## config.mk

```make
export PLATFORM = sky130hd
export DESIGN_NAME = mutex_lock_table
export DESIGN_NICKNAME = d
export VERILOG_FILES = /design/src/hdl/mlt_pkg.sv /design/src/hdl/mlt_ram.sv /design/src/hdl/mutex_lock_table.sv
export SDC_FILE = /design/constraint.sdc
export NUM_CORES = 2
export LEC_CHECK = 0
export BUFFER_PORTS_ARGS = -buffer_cell sky130_fd_sc_hd__buf_2
export CAP_MARGIN = 20
export CORE_ASPECT_RATIO = 1.2
export CORE_UTILIZATION = 45
export CTS_CLUSTER_DIAMETER = 120
export DETAILED_ROUTE_END_ITERATION = 12
export PLACE_DENSITY = 0.58
export SKIP_LAST_GASP = 1
export SYNTH_ARGS = -nofsm -noshare
export SYNTH_HDL_FRONTEND = slang
export SYNTH_SLANG_ARGS = --single-unit
```

## constraint.sdc

```tcl
create_clock -name clk_i -period 13.6 [get_ports clk_i]
set_input_delay 1.36 -clock clk_i [delete_from_list [all_inputs] [get_ports clk_i]]
set_output_delay 1.36 -clock clk_i [all_outputs]
set_load 0.02 [all_outputs]
```

## src/hdl/mlt_pkg.sv

```systemverilog
package mlt_pkg;

  // Field widths of the request and response items.
  localparam int KeyWidth    = 32;
  localparam int ClientWidth = 8;
  localparam int ModeWidth   = 2;
  localparam int StatusWidth = 3;

  // Request modes.
  localparam logic [ModeWidth-1:0] MODE_ACQUIRE = 2'd0;
  localparam logic [ModeWidth-1:0] MODE_RELEASE = 2'd1;
  localparam logic [ModeWidth-1:0] MODE_DROP    = 2'd2;

  // Response status codes.
  localparam logic [StatusWidth-1:0] ST_OK           = 3'd0;
  localparam logic [StatusWidth-1:0] ST_UNIDENTIFIED = 3'd1;
  localparam logic [StatusWidth-1:0] ST_NO_LOCK      = 3'd2;
  localparam logic [StatusWidth-1:0] ST_NOT_OWNER    = 3'd3;
  localparam logic [StatusWidth-1:0] ST_TABLE_FULL   = 3'd4;

  typedef struct packed {
    logic [ModeWidth-1:0]   mode;
    logic [KeyWidth-1:0]    lock_key;
    logic [ClientWidth-1:0] client_id;
  } req_t;

  typedef struct packed {
    logic                   acquired;
    logic                   released;
    logic [StatusWidth-1:0] status;
  } rsp_t;

  // One table entry as it is kept in the entry memory.
  typedef struct packed {
    logic [KeyWidth-1:0]    key;
    logic                   owned;
    logic [ClientWidth-1:0] owner;
  } entry_t;

  typedef enum logic [2:0] {
    S_IDLE = 3'b001,
    S_SCAN = 3'b010,
    S_EMIT = 3'b100
  } state_e;

endpackage

```

## src/hdl/mlt_ram.sv

```systemverilog
module mlt_ram #(
  parameter int WIDTH = 8,
  parameter int DEPTH = 16
) (
  input  logic                     clk_i,
  input  logic                     we_i,
  input  logic [$clog2(DEPTH)-1:0] waddr_i,
  input  logic [WIDTH-1:0]         wdata_i,
  input  logic                     re_i,
  input  logic [$clog2(DEPTH)-1:0] raddr_i,
  output logic [WIDTH-1:0]         rdata_o
);

  logic [WIDTH-1:0] mem_q [DEPTH];
  logic [WIDTH-1:0] rdata_q;

  always_ff @(posedge clk_i) begin
    if (we_i) begin
      mem_q[waddr_i] <= wdata_i;
    end
  end

  always_ff @(posedge clk_i) begin
    if (re_i) begin
      rdata_q <= mem_q[raddr_i];
    end
  end

  assign rdata_o = rdata_q;

endmodule

```

## src/hdl/mutex_lock_table.sv

```systemverilog
// A request scans the lock entries created so far; a hit for acquire or release ends the scan
// early, and an unidentified client or an unused mode skips the scan.
// Throughput: one request at a time; the scan reads one entry per cycle from the entry memory.
// Reset: asynchronous, active low; it empties the table (fill count to zero) and the output.
// No clearing pass is needed after reset, so a request is accepted in the first cycle.
module mutex_lock_table #(
  parameter int TABLE_DEPTH = 64
) (
  input  logic          clk_i,
  input  logic          rst_ni,
  input  logic          in_valid_i,
  output logic          in_stall_o,
  input  mlt_pkg::req_t in_data_i,
  output logic          out_valid_o,
  input  logic          out_stall_i,
  output mlt_pkg::rsp_t out_data_o
);

  import mlt_pkg::*;

  localparam int IdxWidth   = (TABLE_DEPTH > 1) ? $clog2(TABLE_DEPTH) : 1;
  localparam int CntWidth   = $clog2(TABLE_DEPTH + 1);
  localparam int EntryWidth = $bits(entry_t);

  // Entries are never removed and a new one always takes the lowest free
  // slot, so the used slots form a prefix of the table. A fill count thus
  // stands in for the per-entry used bits. The owned flag lives in the
  // entry memory next to the owner; it is written whenever an entry is
  // created, so no slot below the fill count ever holds stale data.
  state_e               state_q, state_d;
  logic [CntWidth-1:0]  count_q, count_d;
  logic [CntWidth-1:0]  rd_idx_q, rd_idx_d;
  logic                 cmp_vld_q, cmp_vld_d;
  logic [IdxWidth-1:0]  cmp_idx_q, cmp_idx_d;
  req_t                 req_q, req_d;
  rsp_t                 res_q, res_d;
  logic                 out_valid_q, out_valid_d;
  rsp_t                 out_data_q, out_data_d;

  logic                 ram_we;
  logic [IdxWidth-1:0]  ram_waddr;
  entry_t               ram_wdata;
  logic                 ram_re;
  logic [EntryWidth-1:0] ram_rdata;
  entry_t               ent;
  logic                 owner_match;
  logic                 key_match;

  mlt_ram #(
    .WIDTH (EntryWidth),
    .DEPTH (TABLE_DEPTH)
  ) u_entry_ram (
    .clk_i   (clk_i),
    .we_i    (ram_we),
    .waddr_i (ram_waddr),
    .wdata_i (ram_wdata),
    .re_i    (ram_re),
    .raddr_i (rd_idx_q[IdxWidth-1:0]),
    .rdata_o (ram_rdata)
  );

  assign ent         = entry_t'(ram_rdata);
  assign owner_match = ent.owned && (ent.owner == req_q.client_id);
  assign key_match   = ent.key == req_q.lock_key;

  // The scan is a two-stage pipeline: the read of entry i is issued while
  // the data of entry i-1 is compared. A hit for acquire or release ends the
  // scan at once; drop client walks every used entry and clears the owned
  // flag of each entry held by the client, writing behind the read pointer.
  always_comb begin
    state_d     = state_q;
    count_d     = count_q;
    rd_idx_d    = rd_idx_q;
    cmp_vld_d   = 1'b0;
    cmp_idx_d   = cmp_idx_q;
    req_d       = req_q;
    res_d       = res_q;
    out_valid_d = out_valid_q;
    out_data_d  = out_data_q;
    ram_we      = 1'b0;
    ram_waddr   = cmp_idx_q;
    ram_wdata   = ent;
    ram_re      = 1'b0;

    if (out_valid_q && !out_stall_i) begin
      out_valid_d = 1'b0;
    end

    case (state_q)
      S_IDLE: begin
        if (in_valid_i) begin
          req_d    = in_data_i;
          rd_idx_d = '0;
          res_d    = '{acquired: 1'b0, released: 1'b0, status: ST_OK};
          if (in_data_i.client_id == '0) begin
            res_d.status = ST_UNIDENTIFIED;
            state_d      = S_EMIT;
          end else if (in_data_i.mode == MODE_ACQUIRE || in_data_i.mode == MODE_RELEASE ||
                       in_data_i.mode == MODE_DROP) begin
            state_d = S_SCAN;
          end else begin
            // The unused mode does nothing and answers with an all-zero item.
            state_d = S_EMIT;
          end
        end
      end

      S_SCAN: begin
        if (rd_idx_q < count_q) begin
          ram_re    = 1'b1;
          rd_idx_d  = rd_idx_q + CntWidth'(1);
          cmp_vld_d = 1'b1;
          cmp_idx_d = rd_idx_q[IdxWidth-1:0];
        end

        if (cmp_vld_q) begin
          if (req_q.mode == MODE_DROP) begin
            if (owner_match) begin
              ram_we          = 1'b1;
              ram_wdata.owned = 1'b0;
            end
          end else if (key_match) begin
            cmp_vld_d = 1'b0;
            state_d   = S_EMIT;
            if (req_q.mode == MODE_ACQUIRE) begin
              // A held lock, even by the requester itself, is simply not granted.
              if (!ent.owned) begin
                ram_we          = 1'b1;
                ram_wdata.owned = 1'b1;
                ram_wdata.owner = req_q.client_id;
                res_d.acquired  = 1'b1;
              end
            end else if (owner_match) begin
              ram_we          = 1'b1;
              ram_wdata.owned = 1'b0;
              res_d.released  = 1'b1;
            end else begin
              res_d.status = ST_NOT_OWNER;
            end
          end
        end else if (rd_idx_q >= count_q) begin
          // Every used entry has been seen without a hit.
          state_d = S_EMIT;
          if (req_q.mode == MODE_ACQUIRE) begin
            if (count_q == CntWidth'(TABLE_DEPTH)) begin
              res_d.status = ST_TABLE_FULL;
            end else begin
              // Create the entry in the next free slot and grant it at once.
              ram_we          = 1'b1;
              ram_waddr       = count_q[IdxWidth-1:0];
              ram_wdata.key   = req_q.lock_key;
              ram_wdata.owned = 1'b1;
              ram_wdata.owner = req_q.client_id;
              count_d         = count_q + CntWidth'(1);
              res_d.acquired  = 1'b1;
            end
          end else if (req_q.mode == MODE_RELEASE) begin
            res_d.status = ST_NO_LOCK;
          end
        end
      end

      S_EMIT: begin
        // The output register frees up when its item is taken, so the result can move in
        // as the old item leaves; a new request is accepted only once the result has moved in.
        if (!out_valid_q || !out_stall_i) begin
          out_valid_d = 1'b1;
          out_data_d  = res_q;
          state_d     = S_IDLE;
        end
      end

      default: begin
        state_d = S_IDLE;
      end
    endcase
  end

  always_ff @(posedge clk_i or negedge rst_ni) begin
    if (!rst_ni) begin
      state_q     <= S_IDLE;
      count_q     <= '0;
      rd_idx_q    <= '0;
      cmp_vld_q   <= 1'b0;
      out_valid_q <= 1'b0;
    end else begin
      state_q     <= state_d;
      count_q     <= count_d;
      rd_idx_q    <= rd_idx_d;
      cmp_vld_q   <= cmp_vld_d;
      out_valid_q <= out_valid_d;
    end
  end

  always_ff @(posedge clk_i) begin
    cmp_idx_q  <= cmp_idx_d;
    req_q      <= req_d;
    res_q      <= res_d;
    out_data_q <= out_data_d;
  end

  assign in_stall_o  = (state_q != S_IDLE);
  assign out_valid_o = out_valid_q;
  assign out_data_o  = out_data_q;

`ifndef SYNTHESIS
  a_count_bound: assert property (@(posedge clk_i) disable iff (!rst_ni)
    count_q <= CntWidth'(TABLE_DEPTH))
    else $error("fill count exceeds the table depth");

  a_count_step: assert property (@(posedge clk_i) disable iff (!rst_ni)
    (count_q != $past(count_q)) |-> (count_q == $past(count_q) + CntWidth'(1)))
    else $error("fill count moved by more than one entry");

  a_write_in_scan: assert property (@(posedge clk_i) disable iff (!rst_ni)
    ram_we |-> (state_q == S_SCAN))
    else $error("entry memory written outside a scan");

  a_out_from_emit: assert property (@(posedge clk_i) disable iff (!rst_ni)
    $rose(out_valid_o) |-> ($past(state_q) == S_EMIT))
    else $error("response appeared without a finished request");

  a_grant_ok: assert property (@(posedge clk_i) disable iff (!rst_ni)
    (out_valid_o && (out_data_o.acquired || out_data_o.released)) |->
      (out_data_o.status == ST_OK && !(out_data_o.acquired && out_data_o.released)))
    else $error("grant flags inconsistent with status");
`endif

endmodule

```

==> impl_metrics.tcl <==
set metrics [dict create \
    yosys_register_bits 2742 \
    die-area_sq_um 235100 \
    tightest_slew_ns 1.146 \
    numCtsBuffers 285 \
    placement_rows 193 \
    crit_start "rd_idx_q[0]" \
    post-route-min-period_ns 5.582 \
    vias 49000 \
    grt_pass1_wl_microns 401600 \
    arrival_ns 6.13 \
    placed_area_sq_um 109900 \
    timing.final.crit_share_pct 41.04 \
    hpwl_microns 150800 \
    nFillCells 17630 \
    post_drt_via_cell_ratio 6.266 \
    worstHoldPathType "reg -> reg" \
    rr_endpoint "u_entry_ram.rdata_o[10]" \
    vdd_drop_max_mv 0.1026 \
    netlist-cell-type-count 60 \
    syn_inst 4266 \
    ioPinCount 53 \
    path_buf_inv 3 \
    h-tree-depth 5 \
    clk_pin_slew_ns 0.06 \
    p_sw_share_pct 22.29 \
    intPower_mw 14.37 \
    whs_ns 0.4250 \
    synth_common_cells "2,723 x edfxtp_1, 820 x mux4_2, 124 x clkbuf_1, 82 x a22oi_1, 73 x nand2_1" \
    synth_edf_count 2723 \
    p_leak_nw 35.54 \
    pwr-share-clk_pct 40.0 \
    synth.most_common_cell "edfxtp_1" \
    yosysSeqAreaShare_pct 78.38 \
    start_util_pct 45.41 \
    slew_viol_final 0 \
    finalSetupTns_ns 0 \
    synthTopCellsByArea "edfxtp_1 78%, mux4_2 18%, a22oi_1 0.59%" \
    synthArstFlopShare_pct 0.6929 \
    portBuffers 52 \
    r2r_setup_slack_ns 8.02 \
    core_region_area_sq_um 231100 \
    relSlewSlack_pct 23.63 \
    final_net_count 4643 \
    timing.final.ws_setup_ns 8.018 \
    rsz0062_at_grt "false" \
    grt_overflow_total 0 \
    cp_slowest_stage_delay_ns 0.98 \
    path_cells "buf_4 > buf_4 > buf_4 > mux4_2 > mux4_2 > a22oi_1 > nand2_1" \
    pwr-share-comb_pct 8.0 \
    hold_path_end "out_data_o[2]" \
    die_h_microns 531.0 \
    cts_tree "built" \
    critPathTopFamily "buffers and inverters" \
    seqPwrFrac_pct 51.9 \
    hold_path_startpoint "res_q[2]" \
    yosysTopAreaCellShare_pct 77.93 \
    hold_buffers 0 \
    setup_viol 0 \
    dr.pass1.iters 5 \
    cp_max_fo 43 \
    drtIter0Drc 6463 \
    min_path_cells 0 \
    cts.sinks 2742 \
    grt_start_max_net_pins 127 \
    final_core_util_pct 51.40 \
    cts_resized 0 \
    wl_per_cell_microns 37.17 \
    finalWeightedCongestion 0.8071 \
    root_buffer "clkbuf_16" \
    yosysTopAreaCell "edfxtp_1" \
    post_cts_buffers 0 \
    drive_above_1_share_pct 31.98 \
    final_cell_area_sq_um 118800 \
    power_mw 18.49 \
    r2r_start "rd_idx_q[0]" \
    syn_nets 4322 \
    placedCellCount 7314 \
    finClkSkew_ns 0.05441 \
    slowest_stage "dfrtp_4" \
    yosysWarnings 0 \
    grt_pass1_vias 50070 \
    grt_antenna_before_repair 12 \
    detailedPlace.worstSlack_ns 7.885 \
    clockBufferDepth 4 \
    cap_violations 0 \
    postRouteAntennaNets 0 \
    hold_viol 0 \
    endpoint_kind "flip-flop" \
    power_density_nw_per_um2 155.7 \
    area_delta_synth_final_pct 13.20 \
    syn_area_sq_um 104900 \
    cp.depth 7 \
    synthFlopType "edfxtp_1" \
    r2r_cells 7 \
    clock_latency_ns 0.86 \
    cp-start-kind "flip-flop" \
    netSwitchingPower_mw 4.123 \
    fp.dieW_microns 442.8 \
    clock.fmax_mhz 179.1 \
    crit_top_cell "buf_4" \
    synth.avg_cell_area_sq_um 24.60 \
    drt_wl_total_microns 290700 \
    outcome "finished clean" \
    drc 0 \
    grt_usage_pct 24.79 \
    required_ns 14.15 \
    fin_cells 7820 \
    path_class "reg -> reg" \
]
[power groups by stage]
stage / Sequential, mW / Clock, mW / Combinational [mW]
CTS: 9.61 / 7.52 / 1.48
global placement: 9.78 / 0 / 1.47
floorplan: 9.75 / 0 / 1.05
finish: 9.61 / 7.41 / 1.48
detailed placement: 9.78 / 0 / 1.48
global route: 9.61 / 7.82 / 1.58
[area by class of cell]
type,instances,area [sq um],share of cell area [%]
Timing Repair Buffer,256,1996,1.680
Sequential cell,2742,82260,69.25
Inverter,15,57.56,0.04845
Tap cell,3022,3781,3.183
Multi-Input combinational cell,1287,22010,18.53
Clock buffer,372,7627,6.421
Antenna cell,5,12.51,0.01053
Clock inverter,121,1046,0.8806
[layer usage]
layer	GRT usage, %	vias up	part of all wire [%]
met3	4.235	418	7.7
met4	7.333	0	2.9
li1	-	19200	-
met2	41.12	2226	50
met5	0	-	0
met1	33.90	27160	40
[flip-flops by register name, summed over array words and instances, names as in the netlist]
signal,flops
rd_idx_q,7
req_q,42
count_q,7
out_data_o,5
out_valid_o,1
u_entry_ram.rdata_o,41
state_q,3
cmp_idx_q,6
u_entry_ram.mem_q,2624
res_q,5
cmp_vld_q,1
[how the worst max path moves through the flow]
stage	endpoint	slack, ns
after global routing	u_entry_ram.rdata_o[10]	7.64
after global placement	u_entry_ram.rdata_o[10]	7.87
after detailed placement	u_entry_ram.rdata_o[10]	7.88
final	u_entry_ram.rdata_o[10]	8.02
after floorplan	u_entry_ram.mem_q[25][0]	7.66
after CTS	u_entry_ram.rdata_o[10]	7.85
[kinds of logic after synthesis]
logic type / count (synthesis) / share of synthesized area, %
flip-flops: 2742 / 78.38
multiplexers: 862 / 18.05
buffers and inverters: 237 / 1.061
AND/OR/NAND/NOR: 223 / 0.9968
AO/OA/AOI/OAI: 143 / 0.9849
XOR/XNOR: 49 / 0.4090
adder cells (fa/ha/maj): 10 / 0.1192
[worst reg2reg max path, delay by kind of cell, from the launching register on]
family / cells / cell delay, ns
simple gates: 1 / 0.12
compound gates: 1 / 0.73
mux: 2 / 1.11
flops: 1 / 0.98
buf+inv: 3 / 2.34
[placed cells by master, fill, tap and decap left out, types with 6 or more instances in the layout]
cell / n
dfrtp_1: 14
mux2_1: 38
xor2_1: 38
a21oi_1: 13
buf_4: 189
clkbuf_16: 292
edfxtp_1: 2723
nand4_1: 9
inv_1: 9
ha_1: 10
mux4_2: 820
clkinv_8: 8
clkinv_2: 36
nand2_1: 73
nor3_2: 48
buf_16: 6
clkinv_1: 54
nor2_1: 23
o21ai_0: 8
clkbuf_1: 78
o21ai_1: 7
a22oi_1: 82
nor2_4: 19
xnor2_1: 11
buf_12: 6
nor4_1: 15
bufinv_16: 14
buf_2: 53
Power figures use the tool's default switching activity.
